<file path="src/hw/rtl/ppx_pkg.sv">
// Shared types, fixed-point constants and sine table builder for the plasma pixel block.
// No dependencies; every other file of the block imports this package.
package ppx_pkg;

  // Input and result items
  typedef struct packed {
    logic [4:0]  column;
    logic [5:0]  row;
    logic [15:0] frame;
  } ppx_in_t;

  typedef struct packed {
    logic [5:0] red;
    logic [4:0] green;
    logic [6:0] blue;
  } ppx_out_t;

  // Frame-rate phase terms carried down the pipeline
  typedef struct packed {
    logic [25:0] fk001;
    logic [28:0] fk01;
    logic [27:0] fk005;
  } ppx_phase_t;

  // Datapath widths
  localparam int PPX_ANG_W     = 32;    // Q16 angle
  localparam int PPX_SIN_W     = 18;    // Q16 sine, -1..1
  localparam int PPX_RAD_W     = 46;    // square root radicand
  localparam int PPX_ROOT_W    = PPX_RAD_W / 2;
  localparam int PPX_SINE_DEPTH = 1024;

  // Q16 constants
  localparam int PPX_Q_ONE     = 65536;
  localparam int PPX_HALF_PI   = 102944;
  localparam int PPX_CENTER    = 983040;  // 15.0
  localparam int PPX_K_003     = 1966;
  localparam int PPX_K_004     = 2621;
  localparam int PPX_K_002     = 1311;
  localparam int PPX_K_001     = 655;
  localparam int PPX_K_01      = 6554;
  localparam int PPX_K_005     = 3277;
  localparam logic [13:0] PPX_K_02  = 14'd13107;
  localparam logic [16:0] PPX_K_08  = 17'd52429;
  localparam logic [16:0] PPX_K_13  = 17'd85197;
  localparam logic [16:0] PPX_K_135 = 17'd88474;
  localparam logic [16:0] PPX_K_045 = 17'd29491;
  localparam logic [16:0] PPX_K_04  = 17'd26214;
  localparam logic [29:0] PPX_TURN_SCALE = 30'd683565276;  // 2^32 / 2pi, Q16 in
  localparam longint unsigned PPX_TWO_PI_Q28 = 64'd1686629713;

  // Restoring long division, quotient only; used while building the table
  function automatic longint unsigned ppx_udiv(input longint unsigned num,
                                               input longint unsigned den);
    longint unsigned quo;
    longint unsigned rem;
    quo = '0;
    rem = '0;
    for (int b = 63; b >= 0; b--) begin
      rem = {rem[62:0], num[b]};
      if (rem >= den) begin
        rem    = rem - den;
        quo[b] = 1'b1;
      end
    end
    return quo;
  endfunction

  // One sine table entry: fold into 0..pi, 13-term Taylor series in Q28,
  // round to Q16 and clamp. The table depth is 2^idx_w.
  function automatic logic signed [PPX_SIN_W-1:0] ppx_sine_entry(input int unsigned k,
                                                                 input int unsigned idx_w);
    longint unsigned depth;
    longint unsigned kk;
    longint unsigned x;
    longint unsigned term;
    longint unsigned dv;
    longint          sum;
    bit              neg;
    depth = 64'd1 << idx_w;
    kk    = 64'(k);
    neg   = 1'b0;
    if (2 * kk > depth) begin
      kk  = depth - kk;
      neg = 1'b1;
    end
    x    = (kk * PPX_TWO_PI_Q28) >> idx_w;
    term = x;
    sum  = longint'(x);
    for (int n = 1; n <= 12; n++) begin
      term = (term * x) >> 28;
      term = (term * x) >> 28;
      dv   = 64'((2 * n) * (2 * n + 1));
      term = ppx_udiv(term, dv);
      if ((n & 1) == 1) sum = sum - longint'(term);
      else              sum = sum + longint'(term);
    end
    if (sum < 0) sum = 0;
    sum = (sum + 2048) >>> 12;
    if (sum > PPX_Q_ONE) sum = PPX_Q_ONE;
    return neg ? PPX_SIN_W'(-sum) : PPX_SIN_W'(sum);
  endfunction

endpackage

</file>
<file path="src/hw/rtl/ppx_sqrt.sv">
// Pipelined integer square root, one result bit per stage, floor of the root.
// Depends on ppx_pkg for the default radicand width.
module ppx_sqrt import ppx_pkg::*; #(
  parameter int IN_W = PPX_RAD_W
) (
  input  logic              clk,
  input  logic              en,
  input  logic [IN_W-1:0]   rad,
  output logic [IN_W/2-1:0] root
);

  localparam int OUT_W = IN_W / 2;
  localparam int REM_W = OUT_W + 2;

  logic [REM_W-1:0] rem_r   [OUT_W-1];
  logic [REM_W-1:0] rem_nxt [OUT_W-1];
  logic [IN_W-1:0]  rad_r   [OUT_W-1];
  logic [IN_W-1:0]  rad_nxt [OUT_W-1];
  logic [OUT_W-1:0] root_r   [OUT_W];
  logic [OUT_W-1:0] root_nxt [OUT_W];

  // Restoring step per stage: bring down two radicand bits, try root*4+1
  always_comb begin
    logic [REM_W-1:0] rem_in;
    logic [OUT_W-1:0] root_in;
    logic [IN_W-1:0]  rad_in;
    logic [REM_W+1:0] acc;
    logic [REM_W+1:0] trial;
    for (int s = 0; s < OUT_W; s++) begin
      if (s == 0) begin
        rem_in  = '0;
        root_in = '0;
        rad_in  = rad;
      end else begin
        rem_in  = rem_r[s-1];
        root_in = root_r[s-1];
        rad_in  = rad_r[s-1];
      end
      acc   = {rem_in, rad_in[IN_W-1 -: 2]};
      trial = (REM_W + 2)'({root_in, 2'b01});
      if (acc >= trial) begin
        root_nxt[s] = {root_in[OUT_W-2:0], 1'b1};
        if (s < OUT_W - 1) rem_nxt[s] = REM_W'(acc - trial);
      end else begin
        root_nxt[s] = {root_in[OUT_W-2:0], 1'b0};
        if (s < OUT_W - 1) rem_nxt[s] = REM_W'(acc);
      end
      if (s < OUT_W - 1) rad_nxt[s] = {rad_in[IN_W-3:0], 2'b00};
    end
  end

  always_ff @(posedge clk) begin
    if (en) begin
      for (int s = 0; s < OUT_W; s++) root_r[s] <= root_nxt[s];
      for (int s = 0; s < OUT_W - 1; s++) begin
        rem_r[s] <= rem_nxt[s];
        rad_r[s] <= rad_nxt[s];
      end
    end
  end

  assign root = root_r[OUT_W-1];

endmodule

</file>
<file path="config.mk">
export PLATFORM = sky130hd
export DESIGN_NAME = ppx_sqrt
export DESIGN_NICKNAME = d
export VERILOG_FILES = /design/src/hw/rtl/ppx_pkg.sv /design/src/hw/rtl/ppx_sqrt.sv
export SDC_FILE = /design/constraint.sdc
export NUM_CORES = 2
export LEC_CHECK = 0
export ABC_CLOCK_PERIOD_IN_PS = 2900
export BUFFER_PORTS_ARGS = -buffer_cell sky130_fd_sc_hd__buf_2
export CAP_MARGIN = 10
export CELL_PAD_IN_SITES_DETAIL_PLACEMENT = 1
export CELL_PAD_IN_SITES_GLOBAL_PLACEMENT = 1
export CORE_ASPECT_RATIO = 0.9
export CORE_UTILIZATION = 40
export DETAILED_ROUTE_END_ITERATION = 10
export GPL_TIMING_DRIVEN = 0
export PLACE_DENSITY = 0.67
export SLEW_MARGIN = 20
export SYNTH_ARGS = -nofsm -noshare
export SYNTH_HDL_FRONTEND = slang
export SYNTH_SLANG_ARGS = --single-unit
</file>
<file path="constraint.sdc">
create_clock -name clk -period 2.9 [get_ports clk]
set_input_delay 0.58 -clock clk [delete_from_list [all_inputs] [get_ports clk]]
set_output_delay 0.58 -clock clk [all_outputs]
set_load 0.05 [all_outputs]
</file>
==> run_summary.xml <==
<?xml version="1.0" encoding="UTF-8"?>
<metrics>
  <group name="sta">
    <metric name="final.setup.tns" unit="ns">-4.61</metric>
    <metric name="worst_slew_margin_rel" unit="%">45.5</metric>
    <metric name="maxSlewViolCount" unit="">0</metric>
    <metric name="clock.fmax" unit="MHz">323</metric>
    <metric name="setup_viol_count_final" unit="">84</metric>
    <metric name="setup_repair_after_global_routing_missed_its_margin" unit="">yes</metric>
    <metric name="worstMarginPinSlew" unit="ns">0.818</metric>
    <metric name="timing.final.crit_share" unit="%">107</metric>
    <metric name="timing.final.hold_violations" unit="">0</metric>
    <metric name="fin_ws" unit="ns">-0.195</metric>
    <metric name="timing.clock.skew" unit="ns">0.0258</metric>
    <metric name="fin_crit" unit="ns">3.10</metric>
    <metric name="finalHoldWorstSlack" unit="ns">0.0741</metric>
  </group>
  <group name="synthesis">
    <metric name="synth_sequential_area_ratio" unit="%">64.9</metric>
    <metric name="commonest_cells_post_synth" unit="">1,300 x sky130_fd_sc_hd__edfxtp_1, 377 x sky130_fd_sc_hd__inv_1, 301 x sky130_fd_sc_hd__nor2_1, 300 x sky130_fd_sc_hd__ha_1, 294 x sky130_fd_sc_hd__a21oi_1</metric>
    <metric name="synth.area.top_cells" unit="">sky130_fd_sc_hd__edfxtp_1 65%, sky130_fd_sc_hd__ha_1 6.2%, sky130_fd_sc_hd__xor2_1 3.0%</metric>
    <metric name="postSynth.topFlopCell" unit="">sky130_fd_sc_hd__edfxtp_1</metric>
    <metric name="net_count_after_synthesis" unit="">4926</metric>
    <metric name="yosys.cell_count.top_type" unit="">sky130_fd_sc_hd__edfxtp_1</metric>
    <metric name="post_synth.cell_area_avg" unit="um^2">13.1</metric>
    <metric name="synth_cell_types" unit="">97</metric>
    <metric name="post-synth-top-area-cell" unit="">sky130_fd_sc_hd__edfxtp_1</metric>
    <metric name="syn-cell-area" unit="um^2">60200</metric>
    <metric name="synth-async-reset-ratio" unit="%">0</metric>
    <metric name="synthDominantCellAreaShare" unit="%">64.9</metric>
    <metric name="synth_cells" unit="">4578</metric>
    <metric name="postSynthRegisterBits" unit="">1300</metric>
    <metric name="ys_warn_count" unit="">0</metric>
    <metric name="synth_enable_flop_cells" unit="">1300</metric>
  </group>
  <group name="setup_path">
    <metric name="cpLargestDelayFamily" unit="">simple AND/OR/NAND/NOR gates</metric>
    <metric name="crit_arrival" unit="ns">3.63</metric>
    <metric name="crit-reg2reg-launch" unit="">rem_r[0][184]</metric>
    <metric name="critical_path.cell_chain" unit="">or3_4, or4_4, nor4_4, nor3_2, o2111a_2, a311o_2, or3_4, xnor2_1</metric>
    <metric name="startpoint_of_the_most_critical_setup_path" unit="">rem_r[0][184]</metric>
    <metric name="crit_required" unit="ns">3.44</metric>
    <metric name="r2r_slack" unit="ns">-0.20</metric>
    <metric name="worst-r2r-cell-count" unit="">8</metric>
    <metric name="largest_stage_delay_on_the_critical_path" unit="ns">0.47</metric>
    <metric name="worst_setup_path_end_kind" unit="">register</metric>
    <metric name="crit_path_end" unit="">rem_r[1][20]</metric>
    <metric name="timing_worst_setup_path_type" unit="">register to register</metric>
    <metric name="cp_slowest_cell" unit="">sky130_fd_sc_hd__or4_4</metric>
    <metric name="worstSetupPathDepth" unit="">8</metric>
    <metric name="crit_path_frequent_cell" unit="">sky130_fd_sc_hd__or3_4</metric>
    <metric name="maximum_fanout_count_along_the_critical_path" unit="">5</metric>
    <metric name="crit_path_start_kind" unit="">register</metric>
    <metric name="worst_r2r_endpoint" unit="">rem_r[1][20]</metric>
    <metric name="critPathBufInv" unit="">0</metric>
  </group>
  <group name="global_route">
    <metric name="globalRouteOverflowTotal" unit="">0</metric>
    <metric name="globalRouteMet2Util" unit="%">29.2</metric>
    <metric name="wire_length_of_the_first_global_routing_pass" unit="um">209000</metric>
    <metric name="first_global_vias" unit="">38600</metric>
    <metric name="track_usage" unit="%">17.2</metric>
    <metric name="fraction_of_met3_tracks_used_by_global_routing" unit="%">2.86</metric>
    <metric name="gr-usage-met1" unit="%">22.6</metric>
    <metric name="maximum_number_of_pins_on_one_net_before_global_route_repair" unit="">153</metric>
    <metric name="antenna_found_initial" unit="">0</metric>
    <metric name="globalRoute.busiestLayer" unit="">met2</metric>
  </group>
  <group name="routing">
    <metric name="dr.first_iter.drc_count" unit="">2210</metric>
    <metric name="routed_via_density" unit="">5.21</metric>
    <metric name="dr_total_vias" unit="">37600</metric>
    <metric name="wire_per_inst" unit="um">19.0</metric>
    <metric name="drt_pass1_iterations" unit="">5</metric>
    <metric name="wl" unit="um">137000</metric>
    <metric name="drcViolationCount" unit="">0</metric>
    <metric name="route.antenna.remaining_nets" unit="">0</metric>
  </group>
  <group name="finish">
    <metric name="finalNetCount" unit="">5477</metric>
    <metric name="drive_gt1_share" unit="%">23.0</metric>
    <metric name="antennaDiodeCount" unit="">0</metric>
    <metric name="area_delta_synth_final" unit="%">24.2</metric>
    <metric name="layout.core_utilization" unit="%">50.2</metric>
  </group>
  <group name="status">
    <metric name="failing_checks" unit="">negative setup slack</metric>
    <metric name="outcome" unit="">finished with violations</metric>
  </group>
  <group name="clock_tree">
    <metric name="htreeDepth" unit="">4</metric>
    <metric name="clock_tree.root_cell" unit="">sky130_fd_sc_hd__clkbuf_16</metric>
    <metric name="clock_latency_on_the_worst_skew_pair" unit="ns">0.78</metric>
    <metric name="tritoncts" unit="">done</metric>
    <metric name="cts-root-to-sink-buffers" unit="">3</metric>
    <metric name="clock_slew_seen_by_the_registers_of_the_worst_setup_and_hold_paths" unit="ns">0.06</metric>
    <metric name="cts.sink_count" unit="">1300</metric>
    <metric name="cts-buffers-inserted" unit="">142</metric>
  </group>
  <group name="power_and_ir_drop">
    <metric name="max-vdd-ir-drop" unit="mV">0.650</metric>
    <metric name="total_leakage_power" unit="uW">0.0281</metric>
    <metric name="p_seq_share" unit="%">46.2</metric>
    <metric name="p_sw_share" unit="%">27.8</metric>
    <metric name="cell_pwr_density" unit="nW/um^2">723</metric>
    <metric name="pwr-share-clk" unit="%">33.4</metric>
    <metric name="comb_power_share" unit="%">20.4</metric>
    <metric name="internal_power" unit="uW">39000</metric>
    <metric name="p_total" unit="uW">54100</metric>
    <metric name="switching_power_summed_over_all_nets" unit="uW">15000</metric>
  </group>
  <group name="flow_run">
    <metric name="cap_violations" unit="">0</metric>
  </group>
  <group name="placement">
    <metric name="gp_congestion" unit="">0.838</metric>
    <metric name="detailedPlacementHpwl" unit="um">91900</metric>
    <metric name="i_o_buffers" unit="">70</metric>
  </group>
  <group name="floorplanning">
    <metric name="core_area" unit="um^2">149000</metric>
    <metric name="std_cell_rows" unit="">134</metric>
    <metric name="die-width" unit="um">411</metric>
    <metric name="die_h" unit="um">370</metric>
    <metric name="initial_utilization" unit="%">40.4</metric>
    <metric name="floorplan.die_area" unit="um^2">152000</metric>
    <metric name="io_pins" unit="">71</metric>
  </group>
  <group name="min_path">
    <metric name="hold_class" unit="">primary input to register</metric>
  </group>
</metrics>
==> how the worst min path moves through the flow <==
stage | cells past startpoint | from | end | slack [ns]
floorplan | 0 | rad_r[0][54] | rad_r[0][100] | 0.40
global placement | 0 | rad_r[1][295] | rad_r[1][341] | 0.40
detailed placement | 0 | rad_r[0][95] | rad_r[0][141] | 0.41
CTS | 2 | rad[45] | root_r[0][0] | 0.01
global route | 2 | rad[45] | root_r[0][0] | 0.04
finish | 2 | rad[45] | root_r[0][0] | 0.07
==> cells by family (layout without fill, tap and decap cells) <==
logic type      count (synthesis)  in the layout  synth area share, %
simple gates                 1173           1173                 9.86
flops                        1300           1300                 64.9
mux                            49             49                0.909
compound gates                899            899                 9.35
buf+inv                       449           1116                 2.84
other cells                     1              1              0.00623
fa+ha+maj                     300            300                 6.24
xor+xnor                      407            407                 5.92
==> power by group through the flow <==
stage / combinational (uW) / sequential [uW] / clock (uW)
6_report: 11000 / 25000 / 18000
5_1_grt: 12100 / 25200 / 19200
4_1_cts: 9550 / 24900 / 18600
3_5_place_dp: 8470 / 25300 / 0
3_3_place_gp: 8200 / 25900 / 0
2_1_floorplan: 6140 / 24600 / 0
==> stage by stage <==
step	instances	setup slack (ns)	area (um^2)
after floorplan	4578	0.00531	60200
after global routing	7217	-0.254	74800
after global placement	6620	-18.80	63000
final	7217	-0.195	74800
after CTS	7062	-0.259	71500
after detailed placement	6630	-1.18	63300
==> repair_timing <==
item / 4_1_cts / 5_1_grt
setup endpoints to repair: 482 / 436
hold buffers: 44 / 0
hold endpoints to repair: 44 / 0
pin swaps: 95 / 153
cloned: 3 / 10
resized for setup: 415 / 474
setup buffers: 137 / 159
==> metal layers <==
layer	share of wire, %	wire length [um]	up-vias
li1	-	-	18100
met4	2.4	3240	0
met2	49	67400	508
met1	45	62100	18800
met5	0	0	-
met3	3.1	4240	232
==> flip-flops by register name, summed over array words and instances (netlist names) <==
| signal | flops |
|---|---|
| rem_r | 518 |
| rad_r | 506 |
| root_r | 276 |
==> layout make-up <==
type	count	area, um^2
fill	14800	74100
clock buffer	176	3740
inverter	378	1430
timing repair buffer	431	3810
clock inverter	84	947
tap	1972	2470
sequential	1300	39000
buffer	47	518
multi-input combinational	2829	22800
==> cell usage in the layout, fill, tap and decap left out, drive strengths merged, types with 18 or more instances in the layout <==
cell type    instances
a21oi              294
xor2               209
mux2                45
clkbuf             209
nand3               83
xnor2              198
inv                386
o211ai              21
a21o                80
nor4                63
or3                 44
ha                 300
o21ai              229
nand2              278
o21a                64
nor2b               44
o21bai              21
or4                 36
nor3               122
buf                401
nor2               301
nand4               40
a211oi              27
nand2b              50
edfxtp            1300
dlygate4sd3         44
o31ai               36
clkinv              59
nand3b              18
No activity file was read; power rests on OpenSTA's default activity.
